File: src/rtl/core/gamepad_keystroke_generator_macros.svh
// Assertion macros for the gamepad keystroke generator
`ifndef GAMEPAD_KEYSTROKE_GENERATOR_MACROS_SVH
`define GAMEPAD_KEYSTROKE_GENERATOR_MACROS_SVH

// same-cycle implication, checked outside reset
`define GKG_CHECK(label, ante, cons, msg) \
  label: assert property (@(posedge clk) disable iff (!rst_n) (ante) |-> (cons)) \
    else $error(msg);

// next-cycle implication, checked outside reset
`define GKG_CHECK_NEXT(label, ante, cons, msg) \
  label: assert property (@(posedge clk) disable iff (!rst_n) (ante) |=> (cons)) \
    else $error(msg);

`endif

File: src/rtl/core/gkg_pkg.sv
// Types, constants and helpers shared by the keystroke generator
package gkg_pkg;

  localparam int KEY_COUNT = 34;
  localparam int KEY_IDX_W = 6;
  localparam logic [KEY_IDX_W-1:0] KEY_UNUSED = 6'd11;
  localparam int LTRIG_BIT = 16;
  localparam int RTRIG_BIT = 17;
  localparam int LSTICK_BASE = 18;
  localparam int RSTICK_BASE = 26;
  localparam int DIAG_OFFSET = 4;

  // mid queue between front and back
  localparam int QDEPTH = 4;
  localparam int QAW = 2;

  // configuration register indexes
  localparam logic [1:0] CFG_REPEAT_DELAY = 2'd0;
  localparam logic [1:0] CFG_REPEAT_PERIOD = 2'd1;
  localparam logic [1:0] CFG_TRIG_THRESH = 2'd2;
  localparam logic [1:0] CFG_STICK_THRESH = 2'd3;

  localparam logic [15:0] RST_REPEAT_DELAY = 16'd400;
  localparam logic [15:0] RST_REPEAT_PERIOD = 16'd100;
  localparam logic [7:0] RST_TRIG_THRESH = 8'd64;
  localparam logic [14:0] RST_STICK_THRESH = 15'd16384;

  typedef logic [KEY_COUNT-1:0] keys_t;
  typedef logic [KEY_IDX_W-1:0] key_idx_t;

  typedef enum logic [1:0] {
    MODE_IDLE      = 2'd0,
    MODE_WAITING   = 2'd1,
    MODE_REPEATING = 2'd2
  } mode_t;

  typedef enum logic [1:0] {
    KIND_DOWN   = 2'd0,
    KIND_UP     = 2'd1,
    KIND_REPEAT = 2'd2
  } kind_t;

  typedef struct packed {
    logic [15:0] repeat_delay_ms;
    logic [15:0] repeat_period_ms;
    logic [7:0]  trigger_threshold;
    logic [14:0] stick_threshold;
  } cfg_t;

  // classified poll word handed from front to back
  typedef struct packed {
    keys_t       keys;
    logic [31:0] now_ms;
  } poll_t;

  typedef struct packed {
    logic     event_valid;
    key_idx_t key_index;
    kind_t    event_kind;
  } result_t;

  // index of the lowest set bit; zero when none set
  function automatic key_idx_t lowest_set(input keys_t v);
    key_idx_t idx;
    idx = '0;
    for (int i = KEY_COUNT - 1; i >= 0; i--) begin
      if (v[i]) idx = KEY_IDX_W'(i);
    end
    return idx;
  endfunction

endpackage

File: src/rtl/core/gkg_front.sv
// Front end: turns a pad snapshot into the 34-bit key field
module gkg_front (
  input  gkg_pkg::cfg_t  cfg,
  input  logic [15:0]    button_bits,
  input  logic [7:0]     left_trigger_level,
  input  logic [7:0]     right_trigger_level,
  input  logic [15:0]    left_stick_x,
  input  logic [15:0]    left_stick_y,
  input  logic [15:0]    right_stick_x,
  input  logic [15:0]    right_stick_y,
  input  logic           input_enabled,
  input  logic [31:0]    now_ms,
  output gkg_pkg::poll_t poll
);
  import gkg_pkg::*;

  // eight directions: up, down, right, left, then diagonals ul, ur, dr, dl
  function automatic logic [7:0] stick_dirs(input logic [15:0] x, input logic [15:0] y,
                                            input logic [14:0] thr);
    logic [15:0] pos;
    logic [15:0] neg;
    logic u, d, r, l;
    pos = {1'b0, thr};
    neg = ~pos;  // -(thr+1)
    u = $signed(y) > $signed(pos);
    d = $signed(y) < $signed(neg);
    r = $signed(x) > $signed(pos);
    l = $signed(x) < $signed(neg);
    return {d & l, d & r, u & r, u & l, l & ~u & ~d, r & ~u & ~d, d & ~l & ~r, u & ~l & ~r};
  endfunction

  keys_t keys;

  always_comb begin
    keys = '0;
    if (input_enabled) begin
      keys[15:0] = button_bits;
      keys[LTRIG_BIT] = left_trigger_level > cfg.trigger_threshold;
      keys[RTRIG_BIT] = right_trigger_level > cfg.trigger_threshold;
      keys[LSTICK_BASE +: 8] = stick_dirs(left_stick_x, left_stick_y, cfg.stick_threshold);
      keys[RSTICK_BASE +: 8] = stick_dirs(right_stick_x, right_stick_y, cfg.stick_threshold);
    end
    // key eleven never reports: drop it here so it never differs
    keys[KEY_UNUSED] = 1'b0;
  end

  assign poll.keys = keys;
  assign poll.now_ms = now_ms;

endmodule

File: src/rtl/core/gkg_queue.sv
// Short word queue between front and back
module gkg_queue (
  input  logic           clk,
  input  logic           rst_n,
  input  logic           push,
  input  gkg_pkg::poll_t push_data,
  output logic           full,
  input  logic           pop,
  output gkg_pkg::poll_t pop_data,
  output logic           empty
);
  import gkg_pkg::*;

  poll_t          mem_r [QDEPTH];
  logic [QAW-1:0] wr_ptr_r, wr_ptr_nxt;
  logic [QAW-1:0] rd_ptr_r, rd_ptr_nxt;
  logic [QAW:0]   cnt_r, cnt_nxt;
  logic           do_push, do_pop;

  assign full = cnt_r == (QAW+1)'(QDEPTH);
  assign empty = cnt_r == '0;
  assign do_push = push && !full;
  assign do_pop = pop && !empty;
  assign pop_data = mem_r[rd_ptr_r];

  always_comb begin
    wr_ptr_nxt = wr_ptr_r + QAW'(do_push);
    rd_ptr_nxt = rd_ptr_r + QAW'(do_pop);
    cnt_nxt = cnt_r + (QAW+1)'(do_push) - (QAW+1)'(do_pop);
  end

  always_ff @(posedge clk) begin
    if (!rst_n) begin
      wr_ptr_r <= '0;
      rd_ptr_r <= '0;
      cnt_r <= '0;
    end else begin
      wr_ptr_r <= wr_ptr_nxt;
      rd_ptr_r <= rd_ptr_nxt;
      cnt_r <= cnt_nxt;
    end
  end

  always_ff @(posedge clk) begin
    if (do_push) mem_r[wr_ptr_r] <= push_data;
  end

endmodule

File: src/rtl/core/gkg_back.sv
// Back end: key diff, typematic repeat timer and result queue
module gkg_back (
  input  logic             clk,
  input  logic             rst_n,
  input  gkg_pkg::cfg_t    cfg,
  input  logic             q_empty,
  input  gkg_pkg::poll_t   q_data,
  output logic             q_pop,
  input  logic             out_pop,
  output logic             out_empty,
  output gkg_pkg::result_t out_word
);
  import gkg_pkg::*;

  keys_t       rep_r, rep_nxt;
  mode_t       mode_r, mode_nxt;
  key_idx_t    rkey_r, rkey_nxt;
  logic [31:0] stamp_r, stamp_nxt;

  result_t     o_mem_r [2];
  logic        o_wr_r, o_rd_r;
  logic [1:0]  o_cnt_r, o_cnt_nxt;
  logic        o_room, step, o_pop_ok;

  logic [31:0] elapsed;
  mode_t       mode_mid;
  logic        fire;
  keys_t       up_vec, dn_vec;
  key_idx_t    up_idx, dn_idx;
  result_t     res;

  assign o_pop_ok = out_pop && (o_cnt_r != 2'd0);
  assign o_room = (o_cnt_r != 2'd2) || out_pop;
  assign step = !q_empty && o_room;
  assign q_pop = step;

  assign elapsed = q_data.now_ms - stamp_r;
  assign up_vec = rep_r & ~q_data.keys;
  assign dn_vec = q_data.keys & ~rep_r;
  assign up_idx = lowest_set(up_vec);
  assign dn_idx = lowest_set(dn_vec);

  always_comb begin
    case (mode_r)
      MODE_WAITING:   mode_mid = (elapsed > {16'd0, cfg.repeat_delay_ms}) ?
                                 MODE_REPEATING : MODE_WAITING;
      MODE_REPEATING: mode_mid = MODE_REPEATING;
      default:        mode_mid = MODE_IDLE;
    endcase
    fire = (mode_mid == MODE_REPEATING) && (elapsed > {16'd0, cfg.repeat_period_ms});

    rep_nxt = rep_r;
    mode_nxt = mode_mid;
    rkey_nxt = rkey_r;
    stamp_nxt = stamp_r;
    res = '{event_valid: 1'b0, key_index: '0, event_kind: KIND_DOWN};
    if (fire) begin
      stamp_nxt = q_data.now_ms;
      res = '{event_valid: 1'b1, key_index: rkey_r, event_kind: KIND_REPEAT};
    end else if (|up_vec) begin
      rep_nxt[up_idx] = 1'b0;
      mode_nxt = MODE_IDLE;
      res = '{event_valid: 1'b1, key_index: up_idx, event_kind: KIND_UP};
    end else if (|dn_vec) begin
      rep_nxt[dn_idx] = 1'b1;
      mode_nxt = MODE_WAITING;
      rkey_nxt = dn_idx;
      stamp_nxt = q_data.now_ms;
      res = '{event_valid: 1'b1, key_index: dn_idx, event_kind: KIND_DOWN};
    end

    o_cnt_nxt = o_cnt_r + 2'(step) - 2'(o_pop_ok);
  end

  always_ff @(posedge clk) begin
    if (!rst_n) begin
      rep_r <= '0;
      mode_r <= MODE_IDLE;
      rkey_r <= '0;
      stamp_r <= '0;
      o_wr_r <= 1'b0;
      o_rd_r <= 1'b0;
      o_cnt_r <= '0;
    end else begin
      if (step) begin
        rep_r <= rep_nxt;
        mode_r <= mode_nxt;
        rkey_r <= rkey_nxt;
        stamp_r <= stamp_nxt;
        o_wr_r <= ~o_wr_r;
      end
      if (o_pop_ok) o_rd_r <= ~o_rd_r;
      o_cnt_r <= o_cnt_nxt;
    end
  end

  always_ff @(posedge clk) begin
    if (step) o_mem_r[o_wr_r] <= res;
  end

  assign out_empty = o_cnt_r == 2'd0;
  assign out_word = o_mem_r[o_rd_r];

endmodule

File: src/rtl/core/gamepad_keystroke_generator.sv
// Top level of the gamepad keystroke generator
//
//   channel  direction  handshake         payload
//   in_      into block push / full       pad snapshot, enable, now_ms
//   out_     from block empty / pop       event_valid, key_index, event_kind
//   cfg_     into block cfg_we            cfg_index, cfg_wdata
//
// One poll per cycle sustained while full stays low; a result word reaches the out_ ports once its poll
// is taken: the poll is written into the front queue, then the back step writes the result queue.
// The back step is combinational: repeat timer compare plus 34-bit key diff.
// Reset is synchronous on rst_n; all queues empty, key state and config to defaults.
// full rises when the four-entry front queue is occupied; the back stalls only
// while both result queue entries are held and pop is low.
module gamepad_keystroke_generator (
  input  logic        clk,
  input  logic        rst_n,
  input  logic        cfg_we,
  input  logic [1:0]  cfg_index,
  input  logic [15:0] cfg_wdata,
  input  logic        in_push,
  output logic        in_full,
  input  logic [15:0] in_button_bits,
  input  logic [7:0]  in_left_trigger_level,
  input  logic [7:0]  in_right_trigger_level,
  input  logic [15:0] in_left_stick_x,
  input  logic [15:0] in_left_stick_y,
  input  logic [15:0] in_right_stick_x,
  input  logic [15:0] in_right_stick_y,
  input  logic        in_input_enabled,
  input  logic [31:0] in_now_ms,
  output logic        out_empty,
  input  logic        out_pop,
  output logic        out_event_valid,
  output logic [5:0]  out_key_index,
  output logic [1:0]  out_event_kind
);
  import gkg_pkg::*;
  `include "gamepad_keystroke_generator_macros.svh"

  cfg_t    cfg_r;
  poll_t   f_poll;
  poll_t   q_data;
  logic    q_empty, q_pop;
  result_t out_word;

  always_ff @(posedge clk) begin
    if (!rst_n) begin
      cfg_r.repeat_delay_ms <= RST_REPEAT_DELAY;
      cfg_r.repeat_period_ms <= RST_REPEAT_PERIOD;
      cfg_r.trigger_threshold <= RST_TRIG_THRESH;
      cfg_r.stick_threshold <= RST_STICK_THRESH;
    end else if (cfg_we) begin
      case (cfg_index)
        CFG_REPEAT_DELAY:  cfg_r.repeat_delay_ms <= cfg_wdata;
        CFG_REPEAT_PERIOD: cfg_r.repeat_period_ms <= cfg_wdata;
        CFG_TRIG_THRESH:   cfg_r.trigger_threshold <= cfg_wdata[7:0];
        CFG_STICK_THRESH:  cfg_r.stick_threshold <= cfg_wdata[14:0];
        default: ;
      endcase
    end
  end

  gkg_front u_front (
    .cfg                 (cfg_r),
    .button_bits         (in_button_bits),
    .left_trigger_level  (in_left_trigger_level),
    .right_trigger_level (in_right_trigger_level),
    .left_stick_x        (in_left_stick_x),
    .left_stick_y        (in_left_stick_y),
    .right_stick_x       (in_right_stick_x),
    .right_stick_y       (in_right_stick_y),
    .input_enabled       (in_input_enabled),
    .now_ms              (in_now_ms),
    .poll                (f_poll)
  );

  gkg_queue u_queue (
    .clk       (clk),
    .rst_n     (rst_n),
    .push      (in_push),
    .push_data (f_poll),
    .full      (in_full),
    .pop       (q_pop),
    .pop_data  (q_data),
    .empty     (q_empty)
  );

  gkg_back u_back (
    .clk       (clk),
    .rst_n     (rst_n),
    .cfg       (cfg_r),
    .q_empty   (q_empty),
    .q_data    (q_data),
    .q_pop     (q_pop),
    .out_pop   (out_pop),
    .out_empty (out_empty),
    .out_word  (out_word)
  );

  assign out_event_valid = out_word.event_valid;
  assign out_key_index = out_word.key_index;
  assign out_event_kind = out_word.event_kind;

  // key eleven must never come out
  `GKG_CHECK(a_no_key_eleven, !out_empty && out_event_valid, out_key_index != KEY_UNUSED, "key eleven reported")
  // a quiet word carries all-zero fields
  `GKG_CHECK(a_quiet_zero, !out_empty && !out_event_valid, out_key_index == '0 && out_event_kind == KIND_DOWN, "quiet word not zero")
  // a taken poll is waiting in the front queue next cycle
  `GKG_CHECK_NEXT(a_poll_queued, in_push && !in_full, !q_empty, "taken poll lost")

endmodule

File: config.mk
export PLATFORM = sky130hd
export DESIGN_NAME = gamepad_keystroke_generator
export DESIGN_NICKNAME = d
export VERILOG_FILES = /design/src/rtl/core/gkg_pkg.sv /design/src/rtl/core/gkg_front.sv /design/src/rtl/core/gkg_queue.sv /design/src/rtl/core/gkg_back.sv /design/src/rtl/core/gamepad_keystroke_generator.sv
export VERILOG_INCLUDE_DIRS = /design/src /design/src/rtl/core
export SDC_FILE = /design/constraint.sdc
export NUM_CORES = 1
export LEC_CHECK = 0
export BUFFER_PORTS_ARGS = -buffer_cell sky130_fd_sc_hd__buf_2
export CELL_PAD_IN_SITES_DETAIL_PLACEMENT = 0
export CELL_PAD_IN_SITES_GLOBAL_PLACEMENT = 1
export CORE_MARGIN = 1
export CORE_UTILIZATION = 44
export DETAILED_ROUTE_END_ITERATION = 6
export GPL_TIMING_DRIVEN = 0
export HOLD_SLACK_MARGIN = 0.12
export PLACE_DENSITY = 0.87
export SYNTH_ARGS = -nofsm -noshare
export SYNTH_HDL_FRONTEND = slang
export SYNTH_SLANG_ARGS = --single-unit
File: constraint.sdc
create_clock -name clk -period 7.5 [get_ports clk]
set_input_delay 1.5 -clock clk [delete_from_list [all_inputs] [get_ports clk]]
set_output_delay 1.5 -clock clk [all_outputs]
set_load 0.01 [all_outputs]
; Yosys cells after proc, flatten, opt, wreduce, memory -nomap -nowiden
; Memory sizes are Yosys's and may differ from the RTL's. A register that Yosys moved wholly into a read port is not among the register bits.
; Index checks and enable logic that the tools add are counted.
[word_totals]
regBits = 140
ramBits = 278
inputBits = 152
out_inout_bits = 11
wordCells = 210
mem_count = 2
[op_classes]
n_addsub = 7
magnitude_cmp = 16
n_eq_ne = 9
muxes = 93
bitwise = 44
reduce_logical = 25
[mem_list]
columns = name, depth, width, read_ports, rd_clocked_by_memory_dff, wr, line
row1 = u_queue.mem_r, 4, 65, 1, 1, 1, gkg_queue.sv:14  ; poll_t mem_r [QDEPTH];
row2 = u_back.o_mem_r, 2, 9, 1, 1, 1, gkg_back.sv:20  ; result_t o_mem_r [2];
[op_table]
columns = op, count
row1 = two-way mux 6 bit, 68
row2 = AND 34 bit, 3
row3 = two-way mux 34 bit, 3
row4 = NOT 34 bit, 3
row5 = two-way mux 32 bit, 3
row6 = OR reduction 34 bit, 2
row7 = greater-than comparator 16 bit, 4
row8 = greater-than comparator 32 x 16 -> 1 bit, 2
row9 = < comparator 16 bit, 4
row10 = bitwise OR 34 bit, 1
row11 = subtractor 32 bit, 1
row12 = two-way mux 9 bit, 3
row13 = AND 1 bit, 24
row14 = greater-than comparator 8 bit, 2
row15 = NOT 15 -> 16 bit, 1
row16 = < comparator 6 x 7 -> 1 bit (second input constant), 2
row17 = demux 1 bit (select 6 bit), 2
row18 = >= comparator 6 x 1 -> 1 bit (second input constant), 2
row19 = NOT 1 bit, 12
row20 = two-way mux 2 bit, 5
row21 = == test 2 bit (second input constant), 4
row22 = two-way mux 1 bit, 8
row23 = AND reduction 2 bit, 4
row24 = logical AND 1 bit, 7
row25 = 16 further kinds, 24

; Depth between registers and ports, before layout
[logic_depth]
word_depth = 43
depth_mapped = 26
mapped_depth_nobuf = 22

; Hierarchy
; A second synthesis with hierarchy kept.
[unflattened]
hier_cells = 2096
area_unflattened_um2 = 23931.7
[by_module_without_submodules]
columns = mod, instances, cells_each, area_each_um2, seq_area_each_um2
row1 = gkg_queue, 1, 380, 9913.3, 8067.7
row2 = gkg_back, 1, 1058, 8257.9, 2122.0
row3 = gkg_front, 1, 449, 3604.7, 0.0
row4 = gamepad_keystroke_generator, 1, 209, 2155.8, 1101.1

; Least setup slack after synthesis
; No wires, ideal clock.
[synth_path]
path_type = input to register
from = in in_push
to = mem u_queue.mem_r[0][0] (netlist name) (enable)
setup_time_ns = 0.581
arrival_time_ns = 6.555
t_required_ns = 6.919
setup_slack_ns = 0.364
stages = 2
path_buffers = 0
path_cell_list = nor2b_1 > nor3b_1
[synth_via]
elab_chain_cells = 3
[synth_lines]
columns = element, line
row1 = "start, declared", gamepad_keystroke_generator.sv:20  ; input logic in_push,
row2 = logical AND 1 bit, gkg_queue.sv:22  ; assign do_push = push && !full;
row3 = two-way mux 1 bit, gkg_queue.sv:45  ; if (do_push) mem_r[wr_ptr_r] <= push_data;
row4 = two-way mux 1 bit (not written as such), gkg_queue.sv:45
row5 = "end, declared", gkg_queue.sv:14
; Every way passes these cells.

==> metrics.md <==
| Metric | Value |
|---|---|
| Slew Limit Headroom | 33.76% |
| Ranking of synthesized cells by area | edfxtp_1, dfxtp_1, ha_1, mux4_2, a21oi_1 |
| Port Buffers | 159 |
| CTS root buf | clkbuf_16 |
| Ys async rst share | 0% |
| Number of synthesized flops with an enable pin | 278 |
| First-pass GRT wire length | 98.51 mm |
| Crit-path max FO | 11 |
| Hold depth | 2 |
| Netlist cell types | 90 |
| Synth Flop Type | edfxtp_1 |
| Fillers | between 4000 and 5000 |
| Synth area leader | edfxtp_1 |
| Pwr Total | ~10 mW |
| Post-Route WL | roughly 64 mm |
| Setup violators final | 0 |
| DRC violations left | 0 |
| Peak VDD IR | about 0.00019 V |
| Cell Area, Synth | between 20000 and 25000 sq um |
| DP Worst Slack | -0.6334 ns |
| Placed instance area | 25110 sq um |
| Final Non-Filler Cells | 3055 |
| Hold slack | around 0.46 ns |
| Routed WL per cell | about 21 um |
| Net Count, Synth | approximately 2500 |
| HPWL Detailed | slightly below 50 mm |
| Setup TNS | 0 ns |
| DRT Pass-1 Iters | 6 |
| Final nets | ~2700 |
| Worst path slowest cell | a211oi_2 |
| Initial Util | around 45% |
| Fmax | 0.1415 GHz |
| Final design utilization | 51.39% |
| Crit start category | flop |
| Via Count | between 15000 and 20000 |
| P_leak | 9.886 nW |
| I/O Pins | between 150 and 200 |
| Synth-to-Final Area Change | 14.41% |
| Final worst setup slack | 0.4312 ns |
| GP Congestion | between 0.9 and 1 |
| CP bufs+invs | 7 |
| Initial antenna violation count | 3 |
| PD cells | about 380 nW/um^2 |
| GRT overflow | 0 |
| CTS Buf Count | 44 |
| CTS Sinks | approximately 420 |
| # rows | 83 |
| Die area | roughly 54000 sq um |
| Most used cell, CP | buf_2 |
| WS Path Type | flop to flop |
| Clk Latency, worst-skew pair | 0.59 ns |
| Layout cells sized above 1 | between 10% and 20% |
| Status | finished clean |
| Max Slew Vio Count | 0 |
| CORE AREA | around 52000 sq um |
| Sequential share of the synthesized area | between 40 and 50% |
| Number of routed nets with antenna violations | 0 |
| Avg Vias per Cell | around 5.8 |
| Post-Syn Instances | 2123 |
| Worst min path class | flop to flop |
| Max-Cap Viols | 0 |
| Worst Setup End Kind | flop |
| CP peak stage delay | between 0.4 and 0.5 ns |
| Worst path depth | 26 |
| Final instance area | about 27000 sq um |
| Synth Area per Inst | 10.96 sq um |
| FF-to-FF path depth | 26 |
| Flops & latches, synth | roughly 420 |
| Crit path time final | a little over 7 ns |
| Fin. Hold Viols | 0 |
| CP top delay family | buffers and inverters |
| DR iter-0 viols | about 1300 |
| Vias in the first global route | ~18000 |
| CTS Hold Bufs | 0 |
| Pin slew with the least headroom to its limit | just under 1 ns |
| Clock tree buffer depth | 3 |
| GRT Overall Usage | 23.80% |
| Largest net degree at the start of global routing | 35 |
| Chip Height | 232.0 um |
| RSZ-0062 raised after global routing | false |
| Worst-path clk slew | 0.06 ns |
| Data required, critical path | just under 8 ns |
| Synth warn | 0 |
| Total placed cells including tap cells | approximately 3000 |
| H-tree lvl count | 2 |
| Worst EP arrival | ~7.4 ns |
| Tcrit/Tclk final | 94.25% |
| CTS tree | built |
| Top-area cell type share of the netlist area | a little over a third |
| Die width | around 230 um |
| Layout Skew | just under 0.03 ns |
==> layout by cell type (no fill, tap or decap), types with 45 or more instances in the layout <==
cell type	count
nand2_1	188
clkbuf_16	45
mux4_2	65
o21ai_0	86
buf_2	169
ha_1	207
dfxtp_1	141
a21oi_1	181
edfxtp_1	278
inv_1	177
o211ai_1	47
nor2_1	119
clkbuf_1	70
==> logic make-up after synthesis <==
| logic type | count (synthesis) | synth area share (%) |
|---|---|---|
| AOI/OAI and AO/OA | 565 | 16.42 |
| xor gates and xnor gates | 29 | 1.091 |
| adders and majority gates | 209 | 11.30 |
| buffers and inverters | 262 | 4.391 |
| DFF | 419 | 47.99 |
| muxes | 80 | 6.982 |
| and+or+nand+nor | 559 | 11.83 |
==> layout make-up <==
cell class	instances	area [sq um]	share of cell area, %
sequential	419	11170	41.95
clock inverter	23	246.5	0.9256
tap	680	850.8	3.195
clock buffer	58	1195	4.487
multi-input combinational	1442	11170	41.93
antenna	2	5.005	0.01879
buffer	83	362.8	1.363
timing repair buffer	169	962.2	3.613
inverter	179	671.9	2.523
==> flip-flops by register name, summed over array words and instances, names as in the netlist, named ones only <==
name and flops:
u_queue.rd_ptr_r 2, u_queue.wr_ptr_r 2, u_back.o_mem_r 18, u_back.rkey_r 6
u_back.mode_r 2, u_queue.mem_r 260, u_back.o_wr_r 1, u_back.rep_r 34
u_back.stamp_r 32, u_queue.cnt_r 3, u_back.o_cnt_r 2, cfg_r 55
u_back.o_rd_r 1
==> per-layer routing <==
| layer | global-route usage, % | up-vias | wire [um] |
|---|---|---|---|
| met3 | 2.886 | 113 | 3447 |
| li1 | - | 8427 | - |
| met1 | 32.14 | 8663 | 28490 |
| met5 | 0 | - | 0 |
| met2 | 39.35 | 583 | 30310 |
| met4 | 8.429 | 0 | 1942 |
==> where the power goes <==
part           internal, mW  switching [mW]
combinational          1.90            3.15
sequential             2.80           0.110
clock                  1.27           0.925
total                  5.97            4.19
==> path summary, 6_finish.rpt <==
path                                  start                             end  slack, ns
max          u_queue.rd_ptr_r[1]$_SDFF_PN0_  u_back.o_mem_r[0][6]$_DFFE_PP_       0.43
min reg2reg          cfg_r[54]$_SDFFE_PN0P_          cfg_r[54]$_SDFFE_PN0P_       0.46
max reg2reg  u_queue.rd_ptr_r[1]$_SDFF_PN0_  u_back.o_mem_r[0][6]$_DFFE_PP_       0.43
min                  cfg_r[54]$_SDFFE_PN0P_          cfg_r[54]$_SDFFE_PN0P_       0.46
==> worst reg2reg max path: cells and delay by family, from the launching register on <==
| kind | cells | cell delay [ns] |
|---|---|---|
| AOI/OAI and AO/OA | 10 | 1.96 |
| muxes | 1 | 0.41 |
| adders and majority gates | 2 | 0.70 |
| and+or+nand+nor | 5 | 0.78 |
| xor gates and xnor gates | 1 | 0.32 |
| DFF | 1 | 0.42 |
| buffers and inverters | 7 | 2.23 |
==> synth_stat cells (all sizes together), types with 7 or more instances <==
cell,n
nand3,35
nor2,121
o211ai,47
and3,8
nand4,26
nand3b,7
o31ai,16
ha,207
a211oi,8
and2,31
nand4b,8
a311oi,10
o41ai,9
o221a,9
o22ai,11
xor2,10
inv,178
o21a,16
a31oi,11
a22oi,12
buf,20
mux4,65
edfxtp,278
a41oi,8
a21oi,184
nor4,13
mux2,9
nor3,29
a21o,21
a41o,7
clkbuf,63
nor2b,25
nor3b,10
o21ai,90
xnor2,19
nand2,188
o21bai,21
nand2b,26
dfxtp,141
or4,7
o311a,16
==> what timing repair did <==
action	CTS	global route
hold endpoints to repair	0	0
setup endpoints to repair	92	92
gates resized for setup	7	15
gates cloned	0	0
pin swaps	0	0
buffers inserted	0	0
Power figures use the tool's default switching activity.
